## src/bst_pkg.sv

```systemverilog
// bst_pkg: shared constants, codes and control structs for the bounded set table.
// Used by the controller, the datapath, the top level and the checker.
`timescale 1ns / 1ps
`default_nettype none

package bst_pkg;

    // Store geometry
    localparam int CAPACITY = 128;
    localparam int IDX_W    = $clog2(CAPACITY);
    localparam int CNT_W    = $clog2(CAPACITY + 1);

    // Item field widths
    localparam int OP_W     = 2;
    localparam int VALUE_W  = 32;
    localparam int STATUS_W = 2;
    localparam int POS_W    = 7;
    localparam int OCC_W    = 8;
    localparam int S_DATA_W = 32;
    localparam int M_DATA_W = 24;

    // Command codes
    localparam logic [OP_W-1:0] OP_FIND   = 2'd0;
    localparam logic [OP_W-1:0] OP_ADD    = 2'd1;
    localparam logic [OP_W-1:0] OP_REMOVE = 2'd2;
    localparam logic [OP_W-1:0] OP_CLEAR  = 2'd3;

    // Result status codes
    localparam logic [STATUS_W-1:0] ST_DONE    = 2'd0;
    localparam logic [STATUS_W-1:0] ST_REFUSED = 2'd1;
    localparam logic [STATUS_W-1:0] ST_FULL    = 2'd2;

    // Controller to datapath commands
    typedef struct packed {
        logic load;         // capture value, rewind pointer
        logic scan;         // advance the search read pipeline
        logic start_shift;  // record hit index, point past it
        logic shift;        // advance the move-down pipeline with writeback
        logic set_hit;      // result: done at the hit index
        logic set_refused;  // result: refused
        logic set_full;     // result: refused, store full
        logic append;       // write value at the end, count up
        logic remove_done;  // count down, result at the removed index
        logic clear;        // empty the set
        logic emit;         // load the output register
    } bst_cmd_t;

    // Datapath to controller status
    typedef struct packed {
        logic hit;          // compared entry equals the value
        logic scan_end;     // no more entries to read, pipeline drained
        logic full;         // occupancy equals capacity
        logic out_free;     // output register can take a result
    } bst_stat_t;

endpackage

`default_nettype wire

```

## src/bst_ctrl.sv

```systemverilog
// bst_ctrl: command sequencer for the bounded set table.
// Depends on bst_pkg; drives bst_dp through bst_cmd_t and reads bst_stat_t.
`timescale 1ns / 1ps
`default_nettype none

module bst_ctrl
    import bst_pkg::*;
(
    input  wire logic            clk,
    input  wire logic            rst_n,
    input  wire logic            in_valid,
    output logic                 in_ready,
    input  wire logic [OP_W-1:0] in_op,
    input  wire bst_stat_t       stat,
    output bst_cmd_t             cmd
);

    typedef enum logic [3:0] {
        S_IDLE   = 4'b0001,
        S_SEARCH = 4'b0010,
        S_SHIFT  = 4'b0100,
        S_FINISH = 4'b1000
    } state_t;

    state_t          state_reg, state_next;
    logic [OP_W-1:0] op_reg, op_next;

    // Hold state and command code
    always_ff @(posedge clk or negedge rst_n)
    begin
        if (!rst_n)
        begin
            state_reg <= S_IDLE;
            op_reg    <= OP_FIND;
        end
        else
        begin
            state_reg <= state_next;
            op_reg    <= op_next;
        end
    end

    assign in_ready = (state_reg == S_IDLE);

    // Sequence one item: search (none for clear), optional move-down, then deliver
    always_comb
    begin
        state_next = state_reg;
        op_next    = op_reg;
        cmd        = '0;
        case (state_reg)
            S_IDLE:
            begin
                if (in_valid)
                begin
                    op_next  = in_op;
                    cmd.load = 1'b1;
                    if (in_op == OP_CLEAR)
                    begin
                        cmd.clear  = 1'b1;
                        state_next = S_FINISH;
                    end
                    else
                    begin
                        state_next = S_SEARCH;
                    end
                end
            end
            S_SEARCH:
            begin
                if (stat.hit)
                begin
                    case (op_reg)
                        OP_FIND:
                        begin
                            cmd.set_hit = 1'b1;
                            state_next  = S_FINISH;
                        end
                        OP_REMOVE:
                        begin
                            cmd.start_shift = 1'b1;
                            state_next      = S_SHIFT;
                        end
                        default:
                        begin
                            cmd.set_refused = 1'b1;
                            state_next      = S_FINISH;
                        end
                    endcase
                end
                else if (stat.scan_end)
                begin
                    if (op_reg == OP_ADD)
                    begin
                        if (stat.full)
                            cmd.set_full = 1'b1;
                        else
                            cmd.append = 1'b1;
                    end
                    else
                    begin
                        cmd.set_refused = 1'b1;
                    end
                    state_next = S_FINISH;
                end
                else
                begin
                    cmd.scan = 1'b1;
                end
            end
            S_SHIFT:
            begin
                if (stat.scan_end)
                begin
                    cmd.remove_done = 1'b1;
                    state_next      = S_FINISH;
                end
                else
                begin
                    cmd.shift = 1'b1;
                end
            end
            S_FINISH:
            begin
                if (stat.out_free)
                begin
                    cmd.emit   = 1'b1;
                    state_next = S_IDLE;
                end
            end
            default:
            begin
                state_next = S_IDLE;
            end
        endcase
    end

endmodule

`default_nettype wire

```

## src/bst_dp.sv

```systemverilog
// bst_dp: element store, read pipeline, occupancy and output register.
// Depends on bst_pkg; commanded by bst_ctrl.
`timescale 1ns / 1ps
`default_nettype none

module bst_dp
    import bst_pkg::*;
(
    input  wire logic               clk,
    input  wire logic               rst_n,
    input  wire logic [VALUE_W-1:0] in_value,
    input  wire bst_cmd_t           cmd,
    output bst_stat_t               stat,
    output logic                    out_valid,
    input  wire logic               out_ready,
    output logic [STATUS_W-1:0]     out_status,
    output logic [POS_W-1:0]        out_position,
    output logic [OCC_W-1:0]        out_occupancy
);

    logic [VALUE_W-1:0]  elem_mem [CAPACITY];

    logic [VALUE_W-1:0]  value_reg;
    logic [CNT_W-1:0]    ptr_reg, ptr_next;
    logic [CNT_W-1:0]    count_reg, count_next;
    logic                rd_valid_reg;
    logic [IDX_W-1:0]    rd_idx_reg;
    logic [VALUE_W-1:0]  rd_data_reg;
    logic [IDX_W-1:0]    found_idx_reg;
    logic [STATUS_W-1:0] res_status_reg, res_status_next;
    logic [POS_W-1:0]    res_pos_reg, res_pos_next;
    logic                out_valid_reg, out_valid_next;
    logic [STATUS_W-1:0] out_status_reg;
    logic [POS_W-1:0]    out_pos_reg;
    logic [OCC_W-1:0]    out_occ_reg;

    logic                rd_en;
    logic                mem_we;
    logic [IDX_W-1:0]    mem_waddr;
    logic [VALUE_W-1:0]  mem_wdata;

    // Issue a read while entries remain below the occupancy
    assign rd_en = (cmd.scan || cmd.shift) && (ptr_reg < count_reg);

    // Write port: append at the end or move an entry down one place
    always_comb
    begin
        mem_we    = 1'b0;
        mem_waddr = count_reg[IDX_W-1:0];
        mem_wdata = value_reg;
        if (cmd.append)
        begin
            mem_we = 1'b1;
        end
        else if (cmd.shift && rd_valid_reg)
        begin
            mem_we    = 1'b1;
            mem_waddr = rd_idx_reg - IDX_W'(1);
            mem_wdata = rd_data_reg;
        end
    end

    // Element store with registered read
    always_ff @(posedge clk)
    begin
        if (mem_we)
            elem_mem[mem_waddr] <= mem_wdata;
        if (rd_en)
            rd_data_reg <= elem_mem[ptr_reg[IDX_W-1:0]];
    end

    // Pointer, occupancy and result fields
    always_comb
    begin
        ptr_next        = ptr_reg;
        count_next      = count_reg;
        res_status_next = res_status_reg;
        res_pos_next    = res_pos_reg;
        if (cmd.load)
            ptr_next = '0;
        else if (cmd.start_shift)
            ptr_next = CNT_W'(rd_idx_reg) + CNT_W'(1);
        else if (rd_en)
            ptr_next = ptr_reg + CNT_W'(1);

        if (cmd.set_hit)
        begin
            res_status_next = ST_DONE;
            res_pos_next    = POS_W'(rd_idx_reg);
        end
        if (cmd.set_refused)
        begin
            res_status_next = ST_REFUSED;
            res_pos_next    = '0;
        end
        if (cmd.set_full)
        begin
            res_status_next = ST_FULL;
            res_pos_next    = '0;
        end
        if (cmd.append)
        begin
            res_status_next = ST_DONE;
            res_pos_next    = POS_W'(count_reg[IDX_W-1:0]);
            count_next      = count_reg + CNT_W'(1);
        end
        if (cmd.remove_done)
        begin
            res_status_next = ST_DONE;
            res_pos_next    = POS_W'(found_idx_reg);
            count_next      = count_reg - CNT_W'(1);
        end
        if (cmd.clear)
        begin
            res_status_next = ST_DONE;
            res_pos_next    = '0;
            count_next      = '0;
        end
    end

    // Drop the output item once taken, load a new one on emit
    always_comb
    begin
        out_valid_next = out_valid_reg;
        if (cmd.emit)
            out_valid_next = 1'b1;
        else if (out_ready)
            out_valid_next = 1'b0;
    end

    // Control registers
    always_ff @(posedge clk or negedge rst_n)
    begin
        if (!rst_n)
        begin
            ptr_reg       <= '0;
            count_reg     <= '0;
            rd_valid_reg  <= 1'b0;
            out_valid_reg <= 1'b0;
        end
        else
        begin
            ptr_reg       <= ptr_next;
            count_reg     <= count_next;
            rd_valid_reg  <= rd_en;
            out_valid_reg <= out_valid_next;
        end
    end

    // Payload registers
    always_ff @(posedge clk)
    begin
        if (cmd.load)
            value_reg <= in_value;
        if (rd_en)
            rd_idx_reg <= ptr_reg[IDX_W-1:0];
        if (cmd.start_shift)
            found_idx_reg <= rd_idx_reg;
        res_status_reg <= res_status_next;
        res_pos_reg    <= res_pos_next;
        if (cmd.emit)
        begin
            out_status_reg <= res_status_reg;
            out_pos_reg    <= res_pos_reg;
            out_occ_reg    <= OCC_W'(count_reg);
        end
    end

    // Status back to the controller
    assign stat.hit      = rd_valid_reg && (rd_data_reg == value_reg);
    assign stat.scan_end = !rd_valid_reg && (ptr_reg >= count_reg);
    assign stat.full     = (count_reg == CNT_W'(CAPACITY));
    assign stat.out_free = !out_valid_reg || out_ready;

    assign out_valid     = out_valid_reg;
    assign out_status    = out_status_reg;
    assign out_position  = out_pos_reg;
    assign out_occupancy = out_occ_reg;

endmodule

`default_nettype wire

```

## src/bounded_set_table_unit.sv

```systemverilog
// Channel  Direction  Handshake          Payload
// s_*      in         s_tvalid/s_tready  s_tuser: cmd; s_tdata: value
// m_*      out        m_tvalid/m_tready  m_tdata: status, position, occupancy
//
// Time from accept to next accept grows with the entries compared and, on a remove,
// with the entries above the removed one that move down; clear does not search. With
// no output stall the longest items are removes from a full store, such as a remove at
// entry 0, set by the single read port of the store.
// Reset clears the occupancy; entries are not cleared and are read only below it.
// A finished result waits in the output register; the next item is taken meanwhile,
// and only its delivery waits for m_tready.
//
// bounded_set_table_unit: top level, joins bst_ctrl and bst_dp. Depends on bst_pkg.
`timescale 1ns / 1ps
`default_nettype none

module bounded_set_table_unit
    import bst_pkg::*;
(
    input  wire logic                clk,
    input  wire logic                rst_n,
    input  wire logic                s_tvalid,
    output logic                     s_tready,
    input  wire logic [S_DATA_W-1:0] s_tdata,   // [31:0] value
    input  wire logic [OP_W-1:0]     s_tuser,   // [1:0] cmd
    output logic                     m_tvalid,
    input  wire logic                m_tready,
    output logic [M_DATA_W-1:0]      m_tdata    // [1:0] status, [8:2] position,
                                                // [16:9] occupancy, [23:17] zero
);

    bst_cmd_t            cmd;
    bst_stat_t           stat;
    logic [STATUS_W-1:0] out_status;
    logic [POS_W-1:0]    out_position;
    logic [OCC_W-1:0]    out_occupancy;

    // Sequencer
    bst_ctrl u_ctrl (
        .clk      (clk),
        .rst_n    (rst_n),
        .in_valid (s_tvalid),
        .in_ready (s_tready),
        .in_op    (s_tuser),
        .stat     (stat),
        .cmd      (cmd)
    );

    // Store and result path
    bst_dp u_dp (
        .clk           (clk),
        .rst_n         (rst_n),
        .in_value      (s_tdata[VALUE_W-1:0]),
        .cmd           (cmd),
        .stat          (stat),
        .out_valid     (m_tvalid),
        .out_ready     (m_tready),
        .out_status    (out_status),
        .out_position  (out_position),
        .out_occupancy (out_occupancy)
    );

    // Pack the result item
    assign m_tdata = {(M_DATA_W - STATUS_W - POS_W - OCC_W)'(0),
                      out_occupancy, out_position, out_status};

endmodule

`default_nettype wire

```

## config.mk

```make
export PLATFORM = sky130hd
export DESIGN_NAME = bounded_set_table_unit
export DESIGN_NICKNAME = d
export VERILOG_FILES = /design/src/bst_pkg.sv /design/src/bst_ctrl.sv /design/src/bst_dp.sv /design/src/bounded_set_table_unit.sv
export SDC_FILE = /design/constraint.sdc
export NUM_CORES = 2
export LEC_CHECK = 0
export ABC_CLOCK_PERIOD_IN_PS = 11000
export BUFFER_PORTS_ARGS = -buffer_cell sky130_fd_sc_hd__buf_2
export CAP_MARGIN = 0
export CORE_UTILIZATION = 60
export CTS_CLUSTER_DIAMETER = 150
export DETAILED_ROUTE_END_ITERATION = 8
export PLACE_DENSITY_LB_ADDON = 0.12
export SYNTH_ARGS = -nofsm -noshare
export SYNTH_HDL_FRONTEND = slang
export SYNTH_SLANG_ARGS = --single-unit
```

## constraint.sdc

```tcl
create_clock -name clk -period 11 [get_ports clk]
set_input_delay 0 -clock clk [delete_from_list [all_inputs] [get_ports clk]]
set_output_delay 0 -clock clk [all_outputs]
set_load 0.005 [all_outputs]
```

==> impl_metrics.json <==
{
  "setup_viol": 0,
  "reg2reg_depth": 9,
  "timing.slew.headroom_pct": 4.82,
  "synth.ff_latch_count": 4224,
  "syn_avg_cell_area_sq_um": 24.4,
  "drive_gt1_share_pct": 31.6,
  "min_to": "u_dp.out_valid",
  "synth_edf_count": 4191,
  "grt_pass1_vias": 75797,
  "worst_slew_pin_slew_ns": 1.39,
  "vias": 76036,
  "hold_viol": 0,
  "dp_hpwl_mm": 222,
  "crit_slowest_cell": "dfrtp_4",
  "crit_path_max_incr_delay_ns": 1.06,
  "cpLargestDelayFamily": "buffers and inverters",
  "clkTransAtPathRegs_ns": 0.07,
  "post_cts_resized": 0,
  "grt_max_degree": 135,
  "yosys-top-cells-count": "edfxtp_1, mux4_2, clkbuf_1, nor2_1, nand2_1",
  "die_w_microns": 522,
  "area_growth_pct": 12.5,
  "cts_root_buf": "clkbuf_16",
  "cts_htree_levels": 5,
  "numCtsBuffers": 414,
  "r2r_slack_ns": 4.86,
  "cts.sinks": 4224,
  "crit_type": "reg2reg",
  "max_freq_ghz": 0.163,
  "antenna_found_initial": 24,
  "vias_per_cell": 6.93,
  "skew_ns": 0.0485,
  "setup_tns_ns": 0,
  "period_minus_slack_ns": 6.14,
  "synth_flop_cell": "edfxtp_1",
  "syn_inst": 6637,
  "port_buffers": 56,
  "cp_num_buf_inv": 4,
  "drt-wirelength-per-cell_microns": 38.0,
  "status": "complete, no violations",
  "ys_warn_count": 0,
  "finalCritPeriodShare_pct": 55.8,
  "cts_buffer_depth": 4,
  "wl_mm": 417,
  "rr_endpoint": "u_dp.rd_data_reg[9]",
  "drt_iter0_markers": 11333,
  "place_ws_ns": 4.63,
  "largest_register_ffs": 4096,
  "core_sq_um": 268000,
  "ys_top_cells_by_area": "edfxtp_1, mux4_2, mux2i_1",
  "final_cells": 10972,
  "die_h_microns": 522,
  "io_pins": 64,
  "path_max_fanout": 81,
  "critPathLaunchType": "flip-flop",
  "placementRows": 190,
  "yosysTopAreaCell": "edfxtp_1",
  "crit_required_ns": 11.57,
  "grt_pass1_wl_mm": 582,
  "placed_area_sq_um": 169000,
  "grt_usage_pct": 31.1,
  "crit_path_end_kind": "flip-flop",
  "synthArstFlopShare_pct": 0.568,
  "arrival_ns": 6.72,
  "synth.distinct_cells": 69,
  "grt_setup_unrepaired": "false",
  "ant_nets": 0,
  "cap_violations": 0,
  "vdd_ir_drop_max_mv": 0.164,
  "worst_slack_ns": 4.86,
  "r2r_start": "u_dp.ptr_reg[0]",
  "synth.most_common_cell": "edfxtp_1",
  "cp_common_cell": "buf_4",
  "die_area_sq_um": 272000,
  "dp_cells": 10146,
  "drc": 0,
  "start_util_pct": 60.4,
  "power.leakage_nw": 54.7,
  "ys_seq_area_share_pct": 78.1,
  "hold_path_depth": 4,
  "cts_tree": "done",
  "final_area_sq_um": 182000,
  "synth_area_sq_um": 162000,
  "power_density_nw_per_um2": 210,
  "drv_slew": 0,
  "worstHoldPathType": "in2reg",
  "gr-total-overflow": 0,
  "synth_top_area_share_pct": 77.6,
  "worstSkewPairLatency_ns": 0.92,
  "crit_chain": "buf_12 > buf_4 > buf_4 > buf_4 > mux4_2 > mux4_2 > mux2i_1 > a22o_1 > a221oi_1",
  "first_pass_iters": 5,
  "final_nets": 7141,
  "gp_congestion": 0.880,
  "hp-start": "m_tready"
}
==> report_power, final <==
part / leakage, nW / switching, mW / total, mW / internal, mW
clock: 6.29 / 5.89 / 13.6 / 7.75
sequential: 38.1 / 0.193 / 18.9 / 18.7
combinational: 10.3 / 3.54 / 5.77 / 2.23
==> worst min-delay path: stages <==
cell,delay (ns)
dlygate4sd3_1,0.53
buf_2,0.24
nand2b_1,0.22
nand2_1,0.06
==> per-stage QoR <==
stage          power, mW  hold WS (ns)  utilization (%)
5_1_grt             39.3         0.157             67.9
6_report            38.3         0.183             67.9
3_3_place_gp        24.9        0.0621             62.8
3_5_place_dp        25.0        0.0709             62.8
4_1_cts             38.5         0.140             67.9
2_1_floorplan       23.0        -0.296                -
==> kinds of logic (layout without fill, tap and decap cells) <==
family | Yosys count | after routing | synth area share (%)
other | 1 | 16 | 0.00231
buffers and inverters | 366 | 1134 | 0.999
AOI/OAI and AO/OA | 149 | 149 | 0.691
adders and majority gates | 17 | 17 | 0.136
DFF | 4224 | 4224 | 78.1
muxes | 1412 | 1412 | 18.6
and+or+nand+nor | 415 | 415 | 1.16
xor gates and xnor gates | 53 | 53 | 0.286
==> routing by layer <==
layer,up-vias,share of wire (%),routed length [microns],track usage (%)
met3,726,11,45100,6.47
met4,14,4.1,17000,11.1
met1,41182,37,154000,44.5
li1,29593,-,-,-
met2,4521,48,200000,48.3
met5,-,0.023,96,0
==> cell type report <==
type                            count  area (sq um)
Tap cell                         3552          4440
Fill cell                       16142         86100
Clock buffer                      510         10800
Timing Repair Buffer              378          3050
Multi-Input combinational cell   2053         35200
Antenna cell                        9          22.5
Clock inverter                    231          2080
Inverter                           15          57.6
Sequential cell                  4224        127000
==> what timing repair did <==
action,in CTS,in global routing
hold endpoints to repair,95,0
hold buffers,76,0
setup buffers,0,0
==> how the worst max path moves through the flow <==
stage	startpoint	endpoint	slack, ns	cells past startpoint
floorplan	u_dp.ptr_reg[0]	u_dp.elem_mem[80][0]	5.52	14
global placement	u_dp.ptr_reg[0]	u_dp.rd_data_reg[31]	4.66	8
detailed placement	u_dp.ptr_reg[0]	u_dp.rd_data_reg[9]	4.63	9
CTS	u_dp.ptr_reg[0]	u_dp.rd_data_reg[9]	4.61	9
global route	u_dp.ptr_reg[0]	u_dp.rd_data_reg[9]	4.33	9
finish	u_dp.ptr_reg[0]	u_dp.rd_data_reg[9]	4.86	9
==> placed cells by master, fill, tap and decap left out, types with 27 or more instances in the layout <==
cell type and count:
a221oi_1 32, a22o_1 32, buf_2 56, buf_4 233, bufinv_16 33, clkbuf_1 91
clkbuf_16 419, clkinv_1 95, clkinv_2 68, dlygate4sd3_1 75, edfxtp_1 4191, mux2i_1 121
mux4_2 1280, nand2_1 109, nand2_4 32, nor2_1 34, nor2_4 125, xnor2_1 27
Power figures use the tool's default switching activity.
